## config.mk

```make
export PLATFORM = sky130hd
export DESIGN_NAME = tsa_ram
export DESIGN_NICKNAME = d
export VERILOG_FILES = /design/src/sv/tsa_ram.sv
export SDC_FILE = /design/constraint.sdc
export NUM_CORES = 1
export LEC_CHECK = 0
export ABC_AREA = 1
export BUFFER_PORTS_ARGS = -buffer_cell sky130_fd_sc_hd__buf_4
export CAP_MARGIN = 20
export CORE_MARGIN = 2
export CORE_UTILIZATION = 55
export DETAILED_ROUTE_END_ITERATION = 10
export PLACE_DENSITY = 0.74
export SLEW_MARGIN = 30
export SYNTH_ARGS = -nofsm -noshare
export SYNTH_HDL_FRONTEND = slang
export SYNTH_SLANG_ARGS = --single-unit
```

## constraint.sdc

```tcl
create_clock -name aclk -period 1.68 [get_ports aclk]
set_input_delay 0.084 -clock aclk [delete_from_list [all_inputs] [get_ports aclk]]
set_output_delay 0.084 -clock aclk [all_outputs]
set_load 0.01 [all_outputs]
```

## src/sv/tsa_ram.sv

```systemverilog
// Generic single-write, single-read RAM with registered read data.
// Depends on nothing.
`default_nettype none

module tsa_ram #(
    parameter int WIDTH = 8,
    parameter int DEPTH = 16,
    localparam int AW = (DEPTH > 1) ? $clog2(DEPTH) : 1
) (
    input  wire                   aclk,
    input  wire                   we,
    input  wire  [AW-1:0]         waddr,
    input  wire  [WIDTH-1:0]      wdata,
    input  wire                   re,
    input  wire  [AW-1:0]         raddr,
    output logic [WIDTH-1:0]      rdata
);
    logic [WIDTH-1:0] mem [DEPTH];
    logic [WIDTH-1:0] rdata_reg;

    // Write port and read-before-write read port
    always_ff @(posedge aclk) begin
        if (we) begin
            mem[waddr] <= wdata;
        end
        if (re) begin
            rdata_reg <= mem[raddr];
        end
    end

    assign rdata = rdata_reg;

endmodule

`default_nettype wire

```

==> results.ini <==
[outcome]
outcome=finished clean

[synth]
synth_top_area_share_pct=69.85
synth_nets=570
synth.distinct_cells=11
yosysSeqAreaShare_pct=69.85
yosys_register_bits=136
postSynthCellCount=551
synth_area_leaders=edfxtp_1 70%, nand2_1 11%, nand3_1 8.3%
syn_area_um2=5847
synth.avg_cell_area_um2=10.61
yosysTopAreaCell=edfxtp_1
yosys_warnings=0

[die]
io_pins=27
die_x_um=107.1
die_area_um2=11470
initial_core_util_pct=56.64
num_rows=37
die_y_um=107.1
core_um2=10320

[sta]
setup_viol=0
tightest_slew_ns=0.6151
max_freq_ghz=0.8113
setup_tns_ns=0
slew_viol_final=0
relSlewSlack_pct=58.95
hold_viol_final=0
rsz0062_at_grt=no
fin_crit_sh_pct=73.37
post-route-min-period_ns=1.233
worst_hold_slack_ns=0.1948
finClkSkew_ns=0.005280

[worst_setup_path]
end_kind=output port
path_buf_inv=1
crit_fanout=1
crit_required_ns=1.60
critical-path-max-stage-delay_ns=0.45
crit_family=flip-flops
crit_type=reg2out
crit_slowest_cell=edfxtp_1
startpoint_type=flop
cp.arrival_ns=1.15
worstPathCellList=buf_4

[power_and_ir_drop]
static-leakage-power_nw=2.994
powerDensity_nw_per_um2=1141
vdd_drop_max_mv=0.7081

[finish]
multi_input_area_um2=1214
drive_above_1_share_pct=12.99
layout_commonest_cell=nand2_1
nets=622
fillers=760
regArea_um2=4084
area_growth_pct=18.19
final_cell_mix=173 x nand2_1, 136 x edfxtp_1, 100 x inv_1
final_cell_area_um2=6910
antenna_cells=0
largest_reg_flops=128

[routing]
drtAntennaViolNets=0
first_iter_violations=367
route.vias.total=4046
wl_per_cell_um=17.32
wirelength_mm=13.03
routed_via_density=5.380
drcViolationCount=0
first_pass_iters=5

[grt]
grt_start_max_net_pins=65
grt_pass1_vias=3869
grt_first_pass_wirelength_mm=20.24
antenna_found_initial=0
grt.overflow.total=0
grt_usage_pct=24.33

[cts]
cts-buffers-inserted=17
tritoncts=built
insertion_delay_ns=0.52
clk_pin_slew_ns=0.06
clockBufferDepth=2
h-tree-depth=4
post-cts-setup-buffers=0
root_buffer=clkbuf_8
clkSinkCount=136

[worst_hold_path]
hp-class=in2reg

[placed_design]
dp_hpwl_mm=7.892
numPortBuffers=26
place_area_um2=6241
gp_congestion=0.9038

[run]
cap_violations=0

-- path summary, 6_finish.rpt --
| check | startpoint | end | slack [ns] | cells after the start |
|---|---|---|---|---|
| setup / recovery | rdata[6] | rdata[6] | 0.45 | 1 |
| hold / removal | we | mem[2][7] | 0.19 | 4 |
| setup reg to reg | mem[3][5] | rdata[5] | 0.50 | 6 |
| hold reg to reg | mem[10][7] | rdata[7] | 0.74 | 6 |
-- Yosys cell counts (all sizes together) --
cell / count
edfxtp: 136
buf: 24
nand3: 97
nor2: 17
inv: 102
nand3b: 2
nand2: 173
-- cell type report --
class                   count  area share, %
flip-flops and latches    136          59.10
multi-input cells         289          17.56
repair buffers             57          7.098
clock buffers              17          5.993
inverters                 102          5.540
well taps                 136          2.462
clock inverters            15          2.245
-- metrics by stage --
step                      worst slack, ns  util (%)  instances  total power [mW]
after CTS                          0.4486     66.94        752             7.906
after global placement             0.3263     60.45        710             4.388
after global routing               0.4179     66.94        752             8.103
after floorplan                    0.6452         -        551             4.187
after detailed placement           0.3422     60.45        710             4.402
final                              0.4473     66.94        752             7.886
-- cell families (layout without fill, tap and decap cells) --
logic type,Yosys count,after routing,synth area share (%)
buffers and inverters,126,191,9.394
flip-flops,136,136,69.85
AND/OR/NAND/NOR,289,289,20.76
-- metal layers --
layer  share of wire, %  vias up  GRT usage [%]
met1                 41     1934          33.21
li1                   -     1885              -
met4                1.7        0          9.555
met5                  0        -              0
met2                 49      209          38.65
met3                8.7       18          4.985
-- where the power goes --
group	internal (mW)	leakage (nW)	switching, mW	total [mW]
sequential	3.82	1.24	0.0268	3.85
clock	2.11	0.275	1.42	3.53
combinational	0.174	1.48	0.334	0.508
-- what timing repair did --
action                                  CTS  global route
hold buffers                             10             0
endpoints found under the setup margin    0             0
resized for setup                         0             0
hold endpoints to repair                142             0
Power figures use the tool's default switching activity.
