===== config.mk =====
export PLATFORM = sky130hd
export DESIGN_NAME = tsa_isqrt
export DESIGN_NICKNAME = d
export VERILOG_FILES = /design/src/sv/tsa_pkg.sv /design/src/sv/tsa_isqrt.sv
export SDC_FILE = /design/constraint.sdc
export NUM_CORES = 1
export LEC_CHECK = 0
export ABC_AREA = 1
export BUFFER_PORTS_ARGS = -buffer_cell sky130_fd_sc_hd__buf_2
export CAP_MARGIN = 20
export CORE_MARGIN = 5
export CORE_UTILIZATION = 50
export DETAILED_ROUTE_END_ITERATION = 8
export GPL_ROUTABILITY_DRIVEN = 1
export PLACE_DENSITY = 0.73
export SLEW_MARGIN = 15
export SYNTH_ARGS = -nofsm -noshare
export SYNTH_HDL_FRONTEND = slang
export SYNTH_SLANG_ARGS = --single-unit

===== constraint.sdc =====
create_clock -name aclk -period 8.65 [get_ports aclk]
set_input_delay 1.2975 -clock aclk [delete_from_list [all_inputs] [get_ports aclk]]
set_output_delay 1.2975 -clock aclk [all_outputs]
set_load 0.03 [all_outputs]

===== src/sv/tsa_pkg.sv =====
// Shared types, widths and constants of the triangle solid angle block.
// Used by tsa_isqrt, tsa_cordic and triangle_solid_angle; depends on nothing.
`default_nettype none

package tsa_pkg;

    // Opcodes carried in the input tuser field
    typedef enum logic [1:0] {
        OP_VERTEX   = 2'd0,
        OP_TRIANGLE = 2'd1,
        OP_QUERY    = 2'd2
    } op_t;

    localparam int FIELD_ADDR_W = 10;    // slot and corner field width
    localparam int TRI_W        = 3 * FIELD_ADDR_W;
    localparam int ALIGN_LOG    = 19;    // aligned magnitudes stay below 2^19
    localparam int AL_W         = ALIGN_LOG + 1;
    localparam int SQ_W         = 2 * AL_W;          // sum of three squares
    localparam int ROOT_W       = SQ_W / 2;
    localparam int PROD_W       = 2 * AL_W;
    localparam int CR_W         = PROD_W + 1;        // cross product term
    localparam int DOT_W        = PROD_W + 2;        // dot product
    localparam int DP_W         = AL_W + CR_W;       // corner times cross term
    localparam int TERM_W       = DOT_W + ROOT_W + 1;
    localparam int WIDE_W       = 64;
    localparam int ISQRT_STAGES = ROOT_W / 2;        // two root bits per stage
    localparam int NORM_W       = 30;                // CORDIC operand magnitude
    localparam int NORM_TOP     = NORM_W - 1;
    localparam int CX_W         = 34;
    localparam int CZ_W         = 35;
    localparam int CORDIC_STEPS = 30;
    localparam int CORDIC_STAGES = CORDIC_STEPS / 2;
    localparam int CORDIC_LAT   = 3 + CORDIC_STAGES;
    localparam int ANGLE_W      = 32;

    localparam logic signed [CZ_W-1:0] PI_Q30 = 35'sd3373259426;
    localparam logic signed [CZ_W-1:0] ANGLE_MAX = 35'sd1686629713;

    // atan(2^-i) in Q.30, truncated
    localparam logic signed [CZ_W-1:0] ATAN_TAB [CORDIC_STEPS] = '{
        35'sd843314856, 35'sd497837829, 35'sd263043836, 35'sd133525158,
        35'sd67021686,  35'sd33543515,  35'sd16775850,  35'sd8388437,
        35'sd4194282,   35'sd2097149,   35'sd1048575,   35'sd524287,
        35'sd262143,    35'sd131071,    35'sd65535,     35'sd32767,
        35'sd16383,     35'sd8191,      35'sd4095,      35'sd2047,
        35'sd1023,      35'sd511,       35'sd255,       35'sd127,
        35'sd63,        35'sd31,        35'sd15,        35'sd7,
        35'sd3,         35'sd1
    };

    typedef struct packed {
        logic [SQ_W-1:0] rem;
        logic [SQ_W-1:0] res;
    } sqrt_state_t;

    typedef struct packed {
        logic signed [CX_W-1:0] x;
        logic signed [CX_W-1:0] y;
        logic signed [CZ_W-1:0] z;
    } cordic_state_t;

    // One restoring square root iteration
    function automatic sqrt_state_t sqrt_step(input sqrt_state_t st,
                                              input logic [SQ_W-1:0] bitv);
        sqrt_state_t nx;
        logic [SQ_W:0] trial;
        trial = {1'b0, st.res} + {1'b0, bitv};
        nx.rem = st.rem;
        nx.res = st.res >> 1;
        if ({1'b0, st.rem} >= trial) begin
            nx.rem = st.rem - SQ_W'(trial);
            nx.res = (st.res >> 1) + bitv;
        end
        return nx;
    endfunction

    // One vectoring CORDIC rotation
    function automatic cordic_state_t cordic_step(input cordic_state_t st,
                                                  input int unsigned i);
        cordic_state_t nx;
        logic signed [CX_W-1:0] xs;
        logic signed [CX_W-1:0] ys;
        xs = st.x >>> i;
        ys = st.y >>> i;
        nx = st;
        if (st.y[CX_W-1]) begin
            nx.x = st.x - ys;
            nx.y = st.y + xs;
            nx.z = st.z - ATAN_TAB[i];
        end else if (st.y != '0) begin
            nx.x = st.x + ys;
            nx.y = st.y - xs;
            nx.z = st.z + ATAN_TAB[i];
        end
        return nx;
    endfunction

endpackage

`default_nettype wire


===== src/sv/tsa_isqrt.sv =====
// Pipelined floor square root, two root bits per register stage.
// Depends on tsa_pkg.
`default_nettype none

module tsa_isqrt (
    input  wire                          aclk,
    input  wire                          en,
    input  wire  [tsa_pkg::SQ_W-1:0]     rad_i,
    output logic [tsa_pkg::ROOT_W-1:0]   root_o
);
    localparam int NS = tsa_pkg::ISQRT_STAGES;
    localparam int SW = tsa_pkg::SQ_W;

    tsa_pkg::sqrt_state_t st_reg  [NS];
    tsa_pkg::sqrt_state_t st_next [NS];

    for (genvar g = 0; g < NS; g++) begin : g_stage
        tsa_pkg::sqrt_state_t st_in;
        tsa_pkg::sqrt_state_t st_mid;

        // Take the radicand at the first stage, the previous stage elsewhere
        if (g == 0) begin : g_first
            assign st_in = '{rem: rad_i, res: '0};
        end else begin : g_rest
            assign st_in = st_reg[g-1];
        end

        always_comb begin
            st_mid     = tsa_pkg::sqrt_step(st_in, SW'(1) << (SW - 2 - 4 * g));
            st_next[g] = tsa_pkg::sqrt_step(st_mid, SW'(1) << (SW - 4 - 4 * g));
        end

        always_ff @(posedge aclk) begin
            if (en) begin
                st_reg[g] <= st_next[g];
            end
        end
    end

    assign root_o = st_reg[NS-1].res[tsa_pkg::ROOT_W-1:0];

endmodule

`default_nettype wire


==> results by stage <==
Outcome:
- The run finished with clean final reports.

Timing:
- Headroom to the max-slew limit came out at between 30 and 40%.
- Setup repair after global routing left no endpoint under its margin.
- Clock skew on the completed layout was measured at a little over 50 ps.
- Setup violations remaining at the end of the flow were counted as 0.
- The minimum clock period after layout is between 5000 and 6000 ps.
- For the pin with the worst max-slew slack, the measured transition is about 950 ps.
- The final worst-path setup slack is 3000 ps.
- The number of slew-limit violations in the final report came to 0.
- The total count of hold-check failures in the final report was 0.
- Summed over all failing endpoints, the final setup total negative slack is 0 ps.
- The top achievable clock speed is 177 MHz.
- The part of the cycle the worst path needs is 65.3%.

Yosys:
- The total number of yosys warnings is 0.
- The number of standard cells after synthesis is about 4700.
- The mapped netlist covers about 36000 um2.
- The total of flip-flops plus latches after synthesis is 470.
- The largest area contributor in the synthesized netlist is edfxtp_1.
- For this run, asynchronously set or reset flops after synthesis account for 0%.
- Dividing the synthesized area by the synthesized cell count gives approximately 7.6 um2.
- Yosys mapped a number of flops with a built-in enable equal to 470.
- By area the synthesized netlist is led by edfxtp_1 39%, nand2_1 14%, ha_1 8.2%.
- The sequential fraction of the synthesis area is about two fifths.
- The count of different cell masters after synthesis is between 60 and 70.
- The portion of synthesized cell area occupied by the leading cell type is between 30 and 40%.
- Counting every net in the synthesized netlist gives 5022.
- The flip-flop cell with the highest count after synthesis is edfxtp_1.

Detailed routing:
- After detailed routing, the number of remaining DRC violations is 0.
- The detailed router finished its first iteration with 2827 violations.
- The residual antenna-violating net count after detailed routing is 0.
- Using the TritonRoute via totals, the vias-per-cell ratio works out to 5.52.
- The average wire per cell in the routed design is between 15 and 20 um.
- The routed via count is 32090.
- The total detailed-routing wirelength is 105000 um.
- The first TritonRoute pass finished after 6 iterations.

Global route:
- For this run, the total global-route usage over all layers was measured as between 20% and 30%.
- Entering global routing, the biggest net connects approximately 160 pins.
- The total overflow left after global routing is 0.
- The number of global-route vias before repair is 29699.
- The first global-routing pass estimated 163000 um of wire.
- The number of antenna violations at the first check in global routing is 1.

Worst setup path:
- The largest single stage delay on the critical path is about 580 ps.
- Data on the critical path arrives at its endpoint at just over 6000 ps.
- The standard cell with the maximum stage delay on the critical path is nor2_4.
- Of all nets on the critical path, the largest fanout is 29.
- Traced cell by cell, the critical path runs through inv_1, ha_1, a21oi_1, nand2_1, a21oi_2, nand3_2, nor2_4, inv_2, o21ai_0, inv_1, ha_1, nand2_1, nor2_1, inv_1, nor3_1, nand4_1, nor3_1, nand2_1, nor2_2, nor2_2, buf_4, nand2_1, nand2_1.
- In this design, the critical path's most frequently occurring cell is nand2_1.
- The endpoint kind of the worst setup timing path is a register.
- The category of the worst setup path launch point is a register.
- By startpoint and endpoint, the worst setup path is classified as reg2reg.
- The worst register-to-register path begins at st_reg[7][20].
- At the worst endpoint, the required time is between 9000 and 10000 ps.
- The launching instance or port of the critical path is st_reg[7][20].

Flow run:
- The count of max-cap constraint violations is 0.

CTS:
- Clock latency on the worst-skew pair, taken at its later pin, is 640 ps.
- The tree is rooted in a clkbuf_16.
- The clock-pin slew on the worst setup and hold paths is about 60 ps.
- The buffer depth of the longest clock path is 3.
- After clock tree synthesis, the setup repair step added 0 buffers.
- The deepest level of the CTS H-tree is 2.
- Counting the buffers created by CTS gives 53.
- The count of hold buffers inserted by post-cts repair is 0.
- After clock tree synthesis, the repair step resized 0 gates.
- TritonCTS built the clock tree.
- The sink count of the clock tree is between 400 and 500.

Power:
- Dividing total power by cell area gives a power density of slightly above 300 nW/um2.
- The worst supply voltage drop on vdd is 264 uV.
- The power consumption is roughly 12 mW.
- The leakage power is approximately 17 nW.

Finish:
- The area overhead of the layout relative to synthesis is 8.44%.
- The final antenna diode count is 0.
- The final net count is around 5100.
- The register with the most flip-flops in the layout has 470 of them.
- The proportion of layout cells with a drive suffix above 1 is approximately 5.5%.

Floorplan:
- The number of rows created at floorplan is about 100.
- The die extent in x is roughly 280 um.
- The die is roughly 280 um tall.
- The number of placed I/O pins is between 60 and 70.
- Once the floorplan was initialized, standard cells occupied around half of the core.
- The total die area is around 77000 um2.
- The core area is 71200 um2.

Place:
- Input and output buffers added on the ports amount to 61.
- The setup slack after placement is approximately 3100 ps.
- The detailed-placement wirelength estimate is 84600 um.
- At the end of routability-driven placement, the weighted congestion stood at a little under 1.

Min path:
- The worst hold path startpoint is st_reg[1][42].
- The type of the most critical hold path is reg2reg.
kinds of logic (layout without fill, tap and decap cells):
logic type	Yosys count	count (layout)	share of synthesized area, %
AND/OR/NAND/NOR	2487	2487	29.7
buffers and inverters	702	817	7.73
AO/OA/AOI/OAI	640	640	9.75
flip-flops	470	470	39.4
adder cells (fa/ha/maj)	235	235	8.20
XOR/XNOR	210	210	5.15
multiplexers	1	1	0.0279
cells in the mapped netlist, drive strengths merged (16+ instances only):
library cell  count
nand2          1330
nand3           342
edfxtp          470
o21bai           19
o21ai           273
xnor2            85
nor4             43
inv             650
clkbuf           18
xor2            125
o21a             16
nor2            537
a21oi           285
nand3b           21
buf              32
nor3             76
ha              235
or2              17
nand4            97
area by class of cell:
type | count | area (um2)
Sequential cell | 470 | 14100
Fill cell | 6791 | 32400
Clock inverter | 35 | 414
Timing Repair Buffer | 69 | 385
Clock buffer | 61 | 1360
Inverter | 652 | 2450
Multi-Input combinational cell | 3573 | 19000
Tap cell | 950 | 1190
layout by cell type (no fill, tap or decap), types with 21 or more instances in the layout:
| cell | instances |
|---|---|
| nor2_2 | 24 |
| nor4_1 | 43 |
| o21ai_1 | 37 |
| edfxtp_1 | 470 |
| nor3_1 | 74 |
| nand2_1 | 1308 |
| xor2_1 | 125 |
| nor2_1 | 507 |
| nand3b_1 | 21 |
| clkbuf_16 | 53 |
| nand4_1 | 97 |
| ha_1 | 235 |
| nand3_1 | 329 |
| xnor2_1 | 84 |
| inv_1 | 634 |
| o21ai_0 | 233 |
| buf_2 | 61 |
| a21oi_1 | 273 |
routing by layer:
| metal | global-route usage [%] | vias up | part of all wire, % |
|---|---|---|---|
| met5 | 0 | - | 0 |
| met4 | 6.76 | 0 | 2.6 |
| met3 | 3.85 | 144 | 6.8 |
| met2 | 42.3 | 1057 | 45 |
| met1 | 36.9 | 14916 | 45 |
| li1 | - | 15973 | - |
through the flow:
stage / std cells / util [%] / hold slack, ps / instance area (um2)
2_1_floorplan: 4745 / - / 417 / 35800
6_report: 5810 / 54.5 / 436 / 38900
3_3_place_gp: 5713 / 52.1 / 422 / 37100
3_5_place_dp: 5714 / 52.1 / 426 / 37100
4_1_cts: 5810 / 54.5 / 438 / 38900
5_1_grt: 5810 / 54.5 / 439 / 38900
worst max-delay path, delay by kind of cell, from the launching register on:
family | cells | cell delay [ps]
simple gates | 13 | 2540
buf+inv | 5 | 940
compound gates | 3 | 840
fa+ha+maj | 2 | 650
flops | 1 | 390
where the power goes:
group | internal (mW) | switching (mW) | leakage (nW)
combinational | 1.93 | 4.00 | 11.9
clock | 1.32 | 0.981 | 0.853
sequential | 3.13 | 0.393 | 4.49
path summary, 6_finish.rpt:
check                  end  slack, ps  depth (start not counted)
max          st_reg[8][49]       3000                         23
min          st_reg[2][42]        440                          0
max reg2reg  st_reg[8][49]       3000                         23
min reg2reg  st_reg[2][42]        440                          0
No activity file was read; power rests on OpenSTA's default activity.
